`config.mk`:
```
export PLATFORM = sky130hd
export DESIGN_NAME = hamming_knn_matcher
export DESIGN_NICKNAME = d
export VERILOG_FILES = /design/src/design/hkm_pkg.sv /design/src/design/hkm_dist.sv /design/src/design/hkm_cell.sv /design/src/design/hamming_knn_matcher.sv
export SDC_FILE = /design/constraint.sdc
export NUM_CORES = 1
export LEC_CHECK = 0
export ABC_AREA = 0
export ABC_CLOCK_PERIOD_IN_PS = 9100
export BUFFER_PORTS_ARGS = -buffer_cell sky130_fd_sc_hd__buf_2
export CORE_MARGIN = 1
export CORE_UTILIZATION = 35
export CTS_CLUSTER_DIAMETER = 150
export CTS_CLUSTER_SIZE = 16
export DETAILED_ROUTE_END_ITERATION = 10
export SYNTH_ARGS = -nofsm -noshare
export SYNTH_HDL_FRONTEND = slang
export SYNTH_HIERARCHICAL = 1
export SYNTH_SLANG_ARGS = --single-unit
```
`constraint.sdc`:
```
create_clock -name clock -period 9.1 [get_ports clock]
set_clock_uncertainty 0.05 [all_clocks]
set_input_delay 1.82 -clock clock [delete_from_list [all_inputs] [get_ports clock]]
set_output_delay 1.82 -clock clock [all_outputs]
set_load 0.01 [all_outputs]
```
`src/design/hkm_pkg.sv`:
```
// ----------------------------------------------------------------------------
// hkm_pkg
// Shared constants, codes and types of the Hamming k-NN matcher.
// ----------------------------------------------------------------------------
package hkm_pkg;

   localparam int MAX_KNN        = 8;
   localparam int MAX_WORDS      = 8;
   localparam int INDEX_BITS     = 16;
   localparam int DIST_BITS      = 10;
   localparam int WORD_BITS      = 64;
   localparam int CFG_BITS       = 4;
   localparam int CSR_INDEX_BITS = 2;
   localparam int OP_BITS        = 2;
   localparam int RANK_BITS      = $clog2(MAX_KNN);
   localparam int POS_BITS       = $clog2(MAX_WORDS);
   localparam int POPCNT_BITS    = $clog2(WORD_BITS + 1);
   localparam int RSP_DATA_BITS  = 32;
   localparam int RSP_PAD_BITS   = RSP_DATA_BITS - DIST_BITS - INDEX_BITS - RANK_BITS;

   localparam logic [DIST_BITS-1:0]  DIST_MAX  = '1;
   localparam logic [INDEX_BITS-1:0] INDEX_MAX = '1;

   localparam logic [CFG_BITS-1:0] KNN_RESET   = CFG_BITS'(2);
   localparam logic [CFG_BITS-1:0] WORDS_RESET = CFG_BITS'(4);

   typedef enum logic [OP_BITS-1:0] {
      OP_QUERY = 2'd0,
      OP_TRAIN = 2'd1,
      OP_READ  = 2'd2
   } opcode_type;

   typedef enum logic [CSR_INDEX_BITS-1:0] {
      CSR_KNN   = 2'd0,
      CSR_WORDS = 2'd1
   } csr_index_type;

   typedef enum logic {
      ST_IDLE,
      ST_READ
   } state_type;

   // candidate moving down the chain
   typedef struct packed {
      logic                  live;
      logic [DIST_BITS-1:0]  distance;
      logic [INDEX_BITS-1:0] idx;
   } carry_type;

   // one slot of the best list
   typedef struct packed {
      logic                  valid;
      logic [DIST_BITS-1:0]  distance;
      logic [INDEX_BITS-1:0] idx;
   } entry_type;

   // 0 acts as 1, above max acts as max
   function automatic logic [CFG_BITS-1:0] clamp_cfg(input logic [CFG_BITS-1:0] v,
                                                      input int unsigned max);
      logic [CFG_BITS-1:0] res;
      res = v;
      if (v == '0) begin
         res = CFG_BITS'(1);
      end else if (v > CFG_BITS'(max)) begin
         res = CFG_BITS'(max);
      end
      return res;
   endfunction

endpackage

```
`src/design/hkm_dist.sv`:
```
// ----------------------------------------------------------------------------
// hkm_dist
// Query store and per-descriptor Hamming distance accumulator; launches a
// candidate into the cell chain when a train descriptor completes.
// ----------------------------------------------------------------------------
module hkm_dist (
   input  logic                           clock,
   input  logic                           reset,
   input  logic                           query_beat,
   input  logic                           train_beat,
   input  logic [hkm_pkg::WORD_BITS-1:0]  data_word,
   input  logic [hkm_pkg::CFG_BITS-1:0]   eff_words,
   output hkm_pkg::carry_type             launch
);
   import hkm_pkg::*;

   logic [WORD_BITS-1:0]  query_ff [MAX_WORDS];
   logic [POS_BITS-1:0]   pos_ff, pos_in;
   logic [DIST_BITS-1:0]  pd_ff, pd_in;
   logic [INDEX_BITS-1:0] cnt_ff, cnt_in;
   carry_type             launch_ff, launch_in;

   logic [POS_BITS:0]     pos_inc;
   logic                  wrap;
   logic [POPCNT_BITS-1:0] ones;
   logic [DIST_BITS:0]    sum;
   logic [DIST_BITS-1:0]  dsat;

   assign pos_inc = {1'b0, pos_ff} + (POS_BITS+1)'(1);
   assign wrap    = (CFG_BITS'(pos_inc) >= eff_words);
   assign ones    = POPCNT_BITS'($countones(data_word ^ query_ff[pos_ff]));
   assign sum     = {1'b0, pd_ff} + (DIST_BITS+1)'(ones);
   assign dsat    = (sum > {1'b0, DIST_MAX}) ? DIST_MAX : sum[DIST_BITS-1:0];

   always_comb begin
      pos_in         = pos_ff;
      pd_in          = pd_ff;
      cnt_in         = cnt_ff;
      launch_in      = launch_ff;
      launch_in.live = 1'b0;
      if (query_beat || train_beat) begin
         pos_in = wrap ? '0 : pos_inc[POS_BITS-1:0];
      end
      if (query_beat) begin
         pd_in  = '0;
         cnt_in = '0;
      end else if (train_beat) begin
         if (wrap) begin
            launch_in.live     = 1'b1;
            launch_in.distance = dsat;
            launch_in.idx      = cnt_ff;
            pd_in              = '0;
            if (cnt_ff != INDEX_MAX) begin
               cnt_in = cnt_ff + INDEX_BITS'(1);
            end
         end else begin
            pd_in = dsat;
         end
      end
   end

   always_ff @(posedge clock) begin
      if (query_beat) begin
         query_ff[pos_ff] <= data_word;
      end
   end

   always_ff @(posedge clock) begin
      if (reset) begin
         pos_ff         <= '0;
         pd_ff          <= '0;
         cnt_ff         <= '0;
         launch_ff.live <= 1'b0;
      end else begin
         pos_ff         <= pos_in;
         pd_ff          <= pd_in;
         cnt_ff         <= cnt_in;
         launch_ff.live <= launch_in.live;
      end
   end

   always_ff @(posedge clock) begin
      launch_ff.distance <= launch_in.distance;
      launch_ff.idx      <= launch_in.idx;
   end

   assign launch = launch_ff;

endmodule

```
`src/design/hkm_cell.sv`:
```
// ----------------------------------------------------------------------------
// hkm_cell
// One slot of the sorted best list. Swaps with a passing candidate when the
// slot is empty or strictly farther, and hands the loser to the next cell.
// ----------------------------------------------------------------------------
module hkm_cell (
   input  logic                clock,
   input  logic                reset,
   input  logic                clear,
   input  logic                enable,
   input  hkm_pkg::carry_type  carry_in,
   output hkm_pkg::carry_type  carry_out,
   output hkm_pkg::entry_type  entry
);
   import hkm_pkg::*;

   entry_type entry_ff, entry_in;
   carry_type carry_ff, carry_in_nxt;
   logic      take;

   assign take = carry_in.live && enable &&
                 (!entry_ff.valid || (carry_in.distance < entry_ff.distance));

   always_comb begin
      entry_in          = entry_ff;
      carry_in_nxt      = carry_in;
      carry_in_nxt.live = carry_in.live && enable;
      if (take) begin
         entry_in.valid        = 1'b1;
         entry_in.distance     = carry_in.distance;
         entry_in.idx          = carry_in.idx;
         carry_in_nxt.live     = entry_ff.valid;
         carry_in_nxt.distance = entry_ff.distance;
         carry_in_nxt.idx      = entry_ff.idx;
      end
      if (clear) begin
         entry_in.valid    = 1'b0;
         carry_in_nxt.live = 1'b0;
      end
   end

   always_ff @(posedge clock) begin
      if (reset) begin
         entry_ff.valid <= 1'b0;
         carry_ff.live  <= 1'b0;
      end else begin
         entry_ff.valid <= entry_in.valid;
         carry_ff.live  <= carry_in_nxt.live;
      end
   end

   always_ff @(posedge clock) begin
      entry_ff.distance <= entry_in.distance;
      entry_ff.idx      <= entry_in.idx;
      carry_ff.distance <= carry_in_nxt.distance;
      carry_ff.idx      <= carry_in_nxt.idx;
   end

   assign carry_out = carry_ff;
   assign entry     = entry_ff;

endmodule

```
`src/design/hamming_knn_matcher.sv`:
```
// ----------------------------------------------------------------------------
// hamming_knn_matcher
// Brute-force Hamming k-nearest-neighbor matcher, one query at a time.
// ----------------------------------------------------------------------------
// Usage: send the query descriptor as desc_words beats with opcode 0 (this
// clears the best list and the train index), then stream train descriptor
// words with opcode 1, then one opcode 2 beat to read the list out as knn
// beats in rank order, tlast on the final one. Query and train words are
// taken one per cycle while no read-out is in progress. Each finished
// descriptor's candidate walks the chain of MAX_KNN cells one cell per cycle,
// pipelined behind earlier ones; a read-out request (and any CSR write) is
// held off until the chain has drained, and then yields one result beat per
// cycle, paced by rsp_tready. Ties keep the earlier train descriptor; empty
// slots come out with valid_res 0 and zero distance and index. The train
// index saturates at its maximum. No clearing pass is needed after reset.
// ----------------------------------------------------------------------------
module hamming_knn_matcher (
   input  logic                                clock,
   input  logic                                reset,
   // request channel
   input  logic                                req_tvalid,
   output logic                                req_tready,
   input  logic [hkm_pkg::WORD_BITS-1:0]       req_tdata,  // [63:0] data_word
   input  logic [hkm_pkg::OP_BITS-1:0]         req_tuser,  // [1:0] opcode
   // response channel
   output logic                                rsp_tvalid,
   input  logic                                rsp_tready,
   output logic [hkm_pkg::RSP_DATA_BITS-1:0]   rsp_tdata,  // [9:0] distance,
                                                           // [25:10] train_index,
                                                           // [28:26] rank, rest 0
   output logic                                rsp_tuser,  // [0] valid_res
   output logic                                rsp_tlast,  // last beat of read-out
   // register write channel
   input  logic                                csr_valid,
   output logic                                csr_ready,
   input  logic [hkm_pkg::CSR_INDEX_BITS-1:0]  csr_index,
   input  logic [hkm_pkg::CFG_BITS-1:0]        csr_data
);
   import hkm_pkg::*;

   // ---------------- configuration ----------------
   logic [CFG_BITS-1:0] knn_ff, words_ff;
   logic [CFG_BITS-1:0] eff_knn, eff_words;
   logic                csr_beat;

   assign eff_knn   = clamp_cfg(knn_ff, MAX_KNN);
   assign eff_words = clamp_cfg(words_ff, MAX_WORDS);

   // ---------------- request decode ----------------
   state_type state_ff, state_in;
   logic      req_beat, query_beat, train_beat, read_beat;
   logic      busy;  // a candidate is still moving through the chain

   assign req_tready = (state_ff == ST_IDLE) && !(busy && (req_tuser == OP_READ));
   assign req_beat   = req_tvalid && req_tready;
   assign query_beat = req_beat && (req_tuser == OP_QUERY);
   assign train_beat = req_beat && (req_tuser == OP_TRAIN);
   assign read_beat  = req_beat && (req_tuser == OP_READ);

   // CSR writes only while nothing is in flight
   assign csr_ready = (state_ff == ST_IDLE) && !busy;
   assign csr_beat  = csr_valid && csr_ready;

   always_ff @(posedge clock) begin
      if (reset) begin
         knn_ff   <= KNN_RESET;
         words_ff <= WORDS_RESET;
      end else if (csr_beat) begin
         case (csr_index)
            CSR_KNN:   knn_ff   <= csr_data;
            CSR_WORDS: words_ff <= csr_data;
            default: ;
         endcase
      end
   end

   // ---------------- distance unit ----------------
   carry_type carry [MAX_KNN+1];
   entry_type entries [MAX_KNN];
   logic [MAX_KNN:0] live_vec;

   hkm_dist u_dist (
      .clock      (clock),
      .reset      (reset),
      .query_beat (query_beat),
      .train_beat (train_beat),
      .data_word  (req_tdata),
      .eff_words  (eff_words),
      .launch     (carry[0])
   );

   // ---------------- cell chain ----------------
   genvar k;
   generate
      for (k = 0; k < MAX_KNN; k++) begin : g_cell
         hkm_cell u_cell (
            .clock     (clock),
            .reset     (reset),
            .clear     (query_beat),
            .enable    (CFG_BITS'(k) < eff_knn),
            .carry_in  (carry[k]),
            .carry_out (carry[k+1]),
            .entry     (entries[k])
         );
      end
      for (k = 0; k <= MAX_KNN; k++) begin : g_live
         assign live_vec[k] = carry[k].live;
      end
   endgenerate

   assign busy = |live_vec;

   // ---------------- read-out sequencer ----------------
   logic [RANK_BITS-1:0] rd_ff, rd_in;
   logic                 out_free, load_beat, rd_last;
   entry_type            rd_entry;

   assign out_free = !rsp_tvalid || rsp_tready;
   assign rd_entry = entries[rd_ff];
   assign rd_last  = ((CFG_BITS'(rd_ff) + CFG_BITS'(1)) == eff_knn);

   // next state
   always_comb begin
      state_in = state_ff;
      case (state_ff)
         ST_IDLE: begin
            if (read_beat) begin
               state_in = ST_READ;
            end
         end
         ST_READ: begin
            if (out_free && rd_last) begin
               state_in = ST_IDLE;
            end
         end
         default: state_in = ST_IDLE;
      endcase
   end

   // outputs of the sequencer
   always_comb begin
      load_beat = 1'b0;
      rd_in     = rd_ff;
      case (state_ff)
         ST_IDLE: begin
            rd_in = '0;
         end
         ST_READ: begin
            load_beat = out_free;
            if (out_free) begin
               rd_in = rd_ff + RANK_BITS'(1);
            end
         end
         default: rd_in = '0;
      endcase
   end

   always_ff @(posedge clock) begin
      if (reset) begin
         state_ff <= ST_IDLE;
         rd_ff    <= '0;
      end else begin
         state_ff <= state_in;
         rd_ff    <= rd_in;
      end
   end

   // ---------------- output register ----------------
   logic                     rsp_valid_ff;
   logic [RSP_DATA_BITS-1:0] rsp_data_ff, rsp_data_in;
   logic                     rsp_user_ff, rsp_last_ff;

   assign rsp_data_in = {{RSP_PAD_BITS{1'b0}}, rd_ff,
                         rd_entry.valid ? rd_entry.idx      : {INDEX_BITS{1'b0}},
                         rd_entry.valid ? rd_entry.distance : {DIST_BITS{1'b0}}};

   always_ff @(posedge clock) begin
      if (reset) begin
         rsp_valid_ff <= 1'b0;
      end else if (load_beat) begin
         rsp_valid_ff <= 1'b1;
      end else if (rsp_tready) begin
         rsp_valid_ff <= 1'b0;
      end
   end

   always_ff @(posedge clock) begin
      if (load_beat) begin
         rsp_data_ff <= rsp_data_in;
         rsp_user_ff <= rd_entry.valid;
         rsp_last_ff <= rd_last;
      end
   end

   assign rsp_tvalid = rsp_valid_ff;
   assign rsp_tdata  = rsp_data_ff;
   assign rsp_tuser  = rsp_user_ff;
   assign rsp_tlast  = rsp_last_ff;

endmodule
```
* Word-level counts from Yosys, hierarchy flattened
Memories as Yosys holds them, arrays and structs flattened. A register that Yosys moved wholly into a read port is not among the register bits. Index checks and enable logic that the tools add are counted. Widths: inputs -> output; s select.
Operators by class: $add $sub $neg 68, magnitude comparators 21, eq/ne operators 6, muxes and demuxes 31, bitwise logic cells 5, reductions and logical operators 58
Operators by type and width (count):
- $mux 27 | 11
- $add 7x7->7 | 31
- $bmux 27 s3 | 1
- $lt 10x10->1 | 8
- $add 1x1->2 | 32
- $xor 64x64->64 | 1
- $logic_and 1x1->1 | 25
- $mux 10 | 2
- $add 16x1->16 const B | 1
- $lt 3x4->1 const A | 4
- $mux 4 | 4
- $ne 16x16->1 const B | 1
- $mux 3 | 4
- $add 10x7->11 | 1
- $gt 11x10->1 const B | 1
- $logic_not 1->1 | 11
- $logic_or 1x1->1 | 10
- $reduce_or 9->1 | 1
- $add 3x1->4 const B | 2
- $gt 4x4->1 const B | 2
- $logic_not 4->1 | 2
- $lt 1x4->1 const A | 2
- $lt 2x4->1 const A | 2
- $mux 1 | 7
- other kinds (17) | 23
Word-level totals: register bits 506, RAM bits 512, output and inout bits 37, memories 1
Memory list:
- u_dist.query_ff | words 8, bits a word 64, read ports 1, clocked after Yosys merged registers in 1, wr ports 1, line hkm_dist.sv:17 | logic [WORD_BITS-1:0] query_ff [MAX_WORDS];

* Logic depth before layout (Yosys ltp)
Gate-level depths: netlist of run 1.
word-level depth 11, depth in mapped cells 34, mapped depth without buffers 32

* Cells and area by module
Netlist of run 1, hierarchy kept.
Modules (own cells, without submodules):
- hkm_dist | instances 1, cells each 1227, area each 24212.0 um^2
- hkm_cell | instances 8, cells each 118, area each 1939.4 um^2
- hamming_knn_matcher | instances 1, cells each 258, area each 3467.1 um^2

* Worst setup path after synthesis of run 1
No wires, ideal clock.
path kind input to register, from input port req_tdata[53] in the netlist's numbering, to register u_dist.pd_ff[7], library setup time 0.118 ns, arrival time 9.192 ns, required time 8.932 ns, slack -0.260 ns, cell stages on the path 29, cells stage by stage xnor2_1 -> fa_1 -> ha_1 -> inv_1 -> fa_1 -> inv_1 -> fa_1 -> inv_1 -> fa_1 -> fa_1 -> inv_1 -> fa_1 -> inv_1 -> fa_1 -> inv_1 -> fa_1 -> ha_1 -> fa_1 -> a21o_1 -> a21oi_1 -> o21bai_1 -> a21oi_1 -> xnor2_1 -> ha_1 -> nor2_1 -> or2_0 -> nor2_1 -> or4_4 -> a22o_1
On the way: longest elaborated chain between the ends 11
RTL lines:
- start: declaration | line hamming_knn_matcher.sv:23 | input logic [hkm_pkg::WORD_BITS-1:0] req_tdata,
- $xor 64x64->64 (*) | line hkm_dist.sv:31 | assign ones = POPCNT_BITS'($countones(data_word ^ query_ff[pos_ff]));
- $add 1x1->2 (not written as such) (*) | line hkm_dist.sv:31
- $add 7x7->7 (not written as such) (*) (5 in series) | line hkm_dist.sv:31
- $add 10x7->11 (*) | line hkm_dist.sv:32 | assign sum = {1'b0, pd_ff} + (DIST_BITS+1)'(ones);
- $gt 11x10->1 | line hkm_dist.sv:33 | assign dsat = (sum > {1'b0, DIST_MAX}) ? DIST_MAX : sum[DIST_BITS-1:0];
- $mux 10 (*) | line hkm_dist.sv:33
- net u_dist.dsat[7] | line hkm_dist.sv:27 | logic [DIST_BITS-1:0] dsat;
- $mux 10 (*) | line hkm_dist.sv:48 | if (wrap) begin
- end signal: assignment | line hkm_dist.sv:76 | pd_ff <= pd_in;
- end: declaration | line hkm_dist.sv:19 | logic [DIST_BITS-1:0] pd_ff, pd_in;
Mark *: on every way through the listed nets, which the timed path passes. The rest lies on a longest branch. A chain may end at the register's enable or synchronous reset.

* Worst setup path after layout of run 1
from input port req_tdata[48] in the netlist's numbering, to register u_dist.pd_ff[7]
The elaborated chain is that of the path after synthesis.

==> results of run 1 <==
-- metrics by stage --
step                      area, um^2  hold WS, ns
after floorplan                42400        0.336
after global placement         45300        0.337
after detailed placement       45300        0.340
after CTS                      47300        0.354
after global routing           47800        0.362
final                          47800        0.353
-- area by class of cell --
| cell class | count | share of cell area |
|---|---|---|
| diodes | 2 | 0.000105 |
| clock buffers | 103 | 0.0406 |
| clock inverters | 7 | 0.00175 |
| inverters | 142 | 0.0111 |
| multi-input cells | 1131 | 0.280 |
| flip-flops and latches | 1021 | 0.590 |
| well taps | 1612 | 0.0422 |
| repair buffers | 232 | 0.0340 |
-- placed cells by master, fill, tap and decap left out, types with 11 or more instances in the layout --
master and instances:
nand2_1 53, clkbuf_1 30, edfxtp_1 777, mux2i_1 90, o21ai_0 13, nor3_1 11, nand2b_1 14, nand3_1 13
mux4_2 182, xnor2_1 44, buf_4 108, xor2_1 31, a21oi_1 49, buf_2 109, inv_1 136, nand4_1 15
ha_1 105, mux2_2 162, a21o_1 13, dfxtp_1 238, mux2_1 21, clkbuf_16 74, fa_1 53, nor2_1 63
-- flip-flops by register name, indices dropped and copies added, names as in the netlist, named ones only --
name / flops
rsp_tvalid: 1
rd_ff: 3
knn_ff: 4
words_ff: 4
g_cell.u_cell/entry: 216
u_dist/query_ff: 512
rsp_tlast: 1
rsp_tdata: 29
u_dist/pos_ff: 3
u_dist/pd_ff: 10
u_dist/cnt_ff: 16
u_dist/launch: 27
rsp_tuser: 1
state_ff: 1
g_cell.u_cell/carry_out: 190
-- metal layers --
metal,global-route usage,share of wire,vias to the layer above
met1,0.181,0.42,10900
met5,0,0.0010,-
met4,0.0387,0.024,16
met3,0.0269,0.041,141
li1,-,-,9585
met2,0.254,0.51,358
-- worst max path at each step --
stage	endpoint	slack, ns	start	cells after the start
5_1_grt	u_dist/pd_ff[7]$_SDFFE_PP0P_	-0.16	register	31
3_5_place_dp	u_dist/pd_ff[7]$_SDFFE_PP0P_	-0.70	req_tdata[48]	30
6_report	u_dist/pd_ff[7]$_SDFFE_PP0P_	0.14	req_tdata[48]	30
2_1_floorplan	u_dist/pd_ff[7]$_SDFFE_PP0P_	0.01	req_tdata[55]	29
3_3_place_gp	u_dist/pd_ff[7]$_SDFFE_PP0P_	-0.57	req_tdata[48]	30
4_1_cts	u_dist/pd_ff[7]$_SDFFE_PP0P_	0.0005	req_tdata[48]	30
-- repair_timing --
| item | in CTS | in global routing |
|---|---|---|
| endpoints found under the setup margin | 1 | 19 |
| gates resized for setup | 1 | 52 |
| gates cloned | 0 | 1 |
| setup buffers | 0 | 28 |
| pin swaps | 0 | 33 |
-- worst max-delay path: cells and delay by family --
family                     cells  cell delay, ns
xor gates and xnor gates       2            0.32
AOI/OAI and AO/OA              5            0.82
adders and majority gates     12            5.07
and+or+nand+nor                4            0.85
buffers and inverters          7            0.58
==> results.yml, run 1 <==
run_status:
  outcome: "finished, final reports clean"
cts:
  cts_buffers: 73
  path_clk_slew_ns: 0.07
  cts_sinks: 1021
  cts_root_buf: "clkbuf_16"
  tritoncts: "yes"
  ctsHoldBuffers: 0
  clk_latency_ns: 0.65
  cts.htree.levels: 3
  clock_path_buffers: 3
hold_path:
  hp-start: "g_cell[6].u_cell/carry_out[14]$_DFF_P_"
  hp-class: "reg2reg"
  hold_depth: 0
  whs_endpoint: "g_cell[7].u_cell/entry[14]$_DFFE_PP_"
route:
  drtIter0Drc: 1343
  wl_per_cell_um: 20.9
  via_per_inst: 4.94
  route.detailed.drc: 0
  wl_um: 88600
  vias: 21000
  ant_nets: 0
  drtPass1Iterations: 5
critical_path:
  slowest_delay_ns: 0.54
  rr_worst_depth: 33
  regToRegEndpoint: "u_dist/pd_ff[7]$_SDFFE_PP0P_"
  arrival_ns: 9.46
  crit_fanout: 9
  crit_path_start_kind: "input port"
  worstSetupPathType: "in2reg"
  end_kind: "register"
  r2r_setup_slack_ns: 0.14
  crit_top_cell: "fa_1"
  critical_path_required_ns: 9.60
  cp_slowest_cell: "fa_1"
global_route:
  grt_pass1_wl_um: 135000
  grt_pass1_vias: 22600
  overflow: 0
  grt_start_max_net_pins: 59
  antenna_found_initial: 19
  grtUsageTotal: 0.144
floorplanning:
  dieArea_um2: 122000
  core-area_um2: 120000
  rows: 127
  start_util: 0.353
  die_h_um: 350
  die_w_um: 350
  pin_count: 114
placement:
  dp_cells: 4109
  place_ws_ns: -0.703
  io_buffer_count: 110
  dp_hpwl_um: 56100
  gp_congestion: 0.777
timing:
  final_hold_viol_count: 0
  rsz0062_at_grt: "true"
  min_period_ns: 8.96
  worst_pin_slew_ns: 1.11
  setup_viol: 0
  fmax_ghz: 0.112
  final_max_slew_viol_count: 0
  fin_crit_sh: 0.985
  timing.final.ws_setup_ns: 0.140
  tns_ns: 0
  slew_headroom: 0.252
cells_and_area:
  area_growth_syn_to_layout_pct: 12.9
  regArea_um2: 28200
  fillerInstances: 10800
  stdcell_count: 4250
  drive_gt1_frac: 0.291
  multi_input_area_um2: 13400
  final_core_util: 0.399
  fin_nets: 2846
flow_run:
  cap_viol_max_count: 0
yosys:
  syn_avg_cell_area_um2: 17.8
  synth.cell_area_um2: 42400
  netlist_instances: 2376
  synth_warnings: 6
Power of run 1 is not shown: default switching activity piles up to over one toggle a cycle in this logic, so the estimate is an artifact.
==> inputs of run 2 (changes only) <==
- ABC_CLOCK_PERIOD_IN_PS: 9100 -> 8000
- clock period: 9.1 -> 8 ns (I/O delays scaled with it)
==> run 2 against run 1 <==
Compared with the run above: the flow now finishes with violations (setup timing); hold slack worse by 0.016 ns; sequential share of layout area is 0.69 points lower; die area stayed put; first-iteration DRC count fell by 20%; clock-buffer cell count is 6 higher; setup slack got worse by 1.1 ns.
==> results.yml, run 2 (same netlist as run 1, synthesis figures left out) <==
route:
  wl_per_cell_um: 21.0
  drtPass1Iterations: 4
  vias: 21100
  wl_um: 89800
  via_per_inst: 4.93
  route.detailed.drc: 0
  drtIter0Drc: 1077
  ant_nets: 0
cells_and_area:
  regArea_um2: 28200
  drive_gt1_frac: 0.305
  fillerInstances: 10700
  final_core_util: 0.403
  final_cell_mix: "edfxtp_1 (777), dfxtp_1 (238), mux4_2 (182), mux2_2 (162), inv_1 (136)"
  final_common_cell: "edfxtp_1"
  fin_nets: 2871
  regMostFlops: "u_dist/query_ff"
  multi_input_area_um2: 13600
  largest_reg_flops: 512
  area_growth_syn_to_layout_pct: 14.2
cts:
  cts_root_buf: "clkbuf_16"
  path_clk_slew_ns: 0.08
  cts.htree.levels: 3
  clock_path_buffers: 3
  ctsHoldBuffers: 0
  cts_buffers: 73
  tritoncts: "yes"
  clk_latency_ns: 0.65
  cts_sinks: 1021
flow_run:
  cap_viol_max_count: 0
placement:
  place_ws_ns: -1.41
  dp_hpwl_um: 57500
  gp_congestion: 0.791
  io_buffer_count: 110
timing:
  setup_viol: 20
  fmax_ghz: 0.112
  tns_ns: -15.63
  fin_crit_sh: 1.12
  final_hold_viol_count: 0
  final_max_slew_viol_count: 0
  fin_hold_ws_ns: 0.337
  rsz0062_at_grt: "true"
  slew_headroom: 0.164
  timing.final.ws_setup_ns: -0.955
  min_period_ns: 8.96
  worst_pin_slew_ns: 1.24
floorplanning:
  die_w_um: 350
  start_util: 0.353
  dieArea_um2: 122000
  core-area_um2: 120000
  die_h_um: 350
  pin_count: 114
  rows: 127
global_route:
  grtUsageTotal: 0.148
  grt_pass1_vias: 22600
  grt_start_max_net_pins: 66
  grt_pass1_wl_um: 138000
  antenna_found_initial: 23
  overflow: 0
run_status:
  outcome: "complete, but fails checks"
  violations: "setup timing"
critical_path:
  crit_top_cell: "fa_1"
  crit_fanout: 5
  cp_slowest_cell: "fa_1"
  arrival_ns: 9.44
  rr_worst_depth: 32
  critical_path_required_ns: 8.48
  slowest_delay_ns: 0.54
  end_kind: "register"
  crit_path_start_kind: "register"
  worstSetupPathType: "reg2reg"
hold_path:
  hp-class: "reg2reg"
  hold_depth: 0
==> run 2: cell count changes in the layout (fill, tap and decap cells not counted), sizes merged <==
cell and change:
buf +26, inv -1, clkinv +1, diode -1
clkbuf +4, bufbuf +1
==> run 2: through the flow <==
stage | std cells | instance area (um^2)
6_report | 4280 | 48400
5_1_grt | 4279 | 48400
4_1_cts | 4270 | 48100
3_5_place_dp | 4140 | 45700
3_3_place_gp | 4140 | 45700
2_1_floorplan | 2379 | 42500
==> run 2: layout make-up <==
type	count	area share
inverters	142	0.0110
flip-flops and latches	1021	0.584
clock inverters	7	0.00165
clock buffers	109	0.0410
well taps	1612	0.0417
diodes	1	0.0000517
repair buffers	257	0.0400
multi-input cells	1131	0.281
==> run 2: what timing repair did <==
item	CTS	global route
cloned	4	0
setup endpoints to repair	20	20
hold endpoints to repair	0	0
resized for setup	30	42
buffers inserted	12	11
pin swaps	16	44
==> run 2: per-layer routing <==
metal / track usage / share of wire / wire (um) / up-vias
met5: 0 / 0.0018 / 161 / -
met4: 0.0436 / 0.026 / 2320 / 26
met3: 0.0277 / 0.039 / 3520 / 158
met2: 0.260 / 0.51 / 46100 / 349
met1: 0.185 / 0.42 / 37700 / 10900
li1: - / - / - / 9627
==> run 2: final timing paths <==
check | startpoint | endpoint | slack, ns
max reg2reg | register | u_dist/pd_ff[7]$_SDFFE_PP0P_ | -0.96
min reg2reg | g_cell[6].u_cell/carry_out[13]$_DFF_P_ | g_cell[7].u_cell/entry[13]$_DFFE_PP_ | 0.34
max | register | u_dist/pd_ff[7]$_SDFFE_PP0P_ | -0.96
min | g_cell[6].u_cell/carry_out[13]$_DFF_P_ | g_cell[7].u_cell/entry[13]$_DFFE_PP_ | 0.34
==> run 2: worst max-delay path, delay by kind of cell, from the launching register on <==
kind,cells,cell delay (ns)
AND/OR/NAND/NOR,2,0.55
adder cells (fa/ha/maj),12,5.04
buffers and inverters,7,0.54
multiplexers,2,0.70
AO/OA/AOI/OAI,7,1.23
XOR/XNOR,2,0.32
flip-flops,1,0.38
Power of run 2 is left out for the same reason.
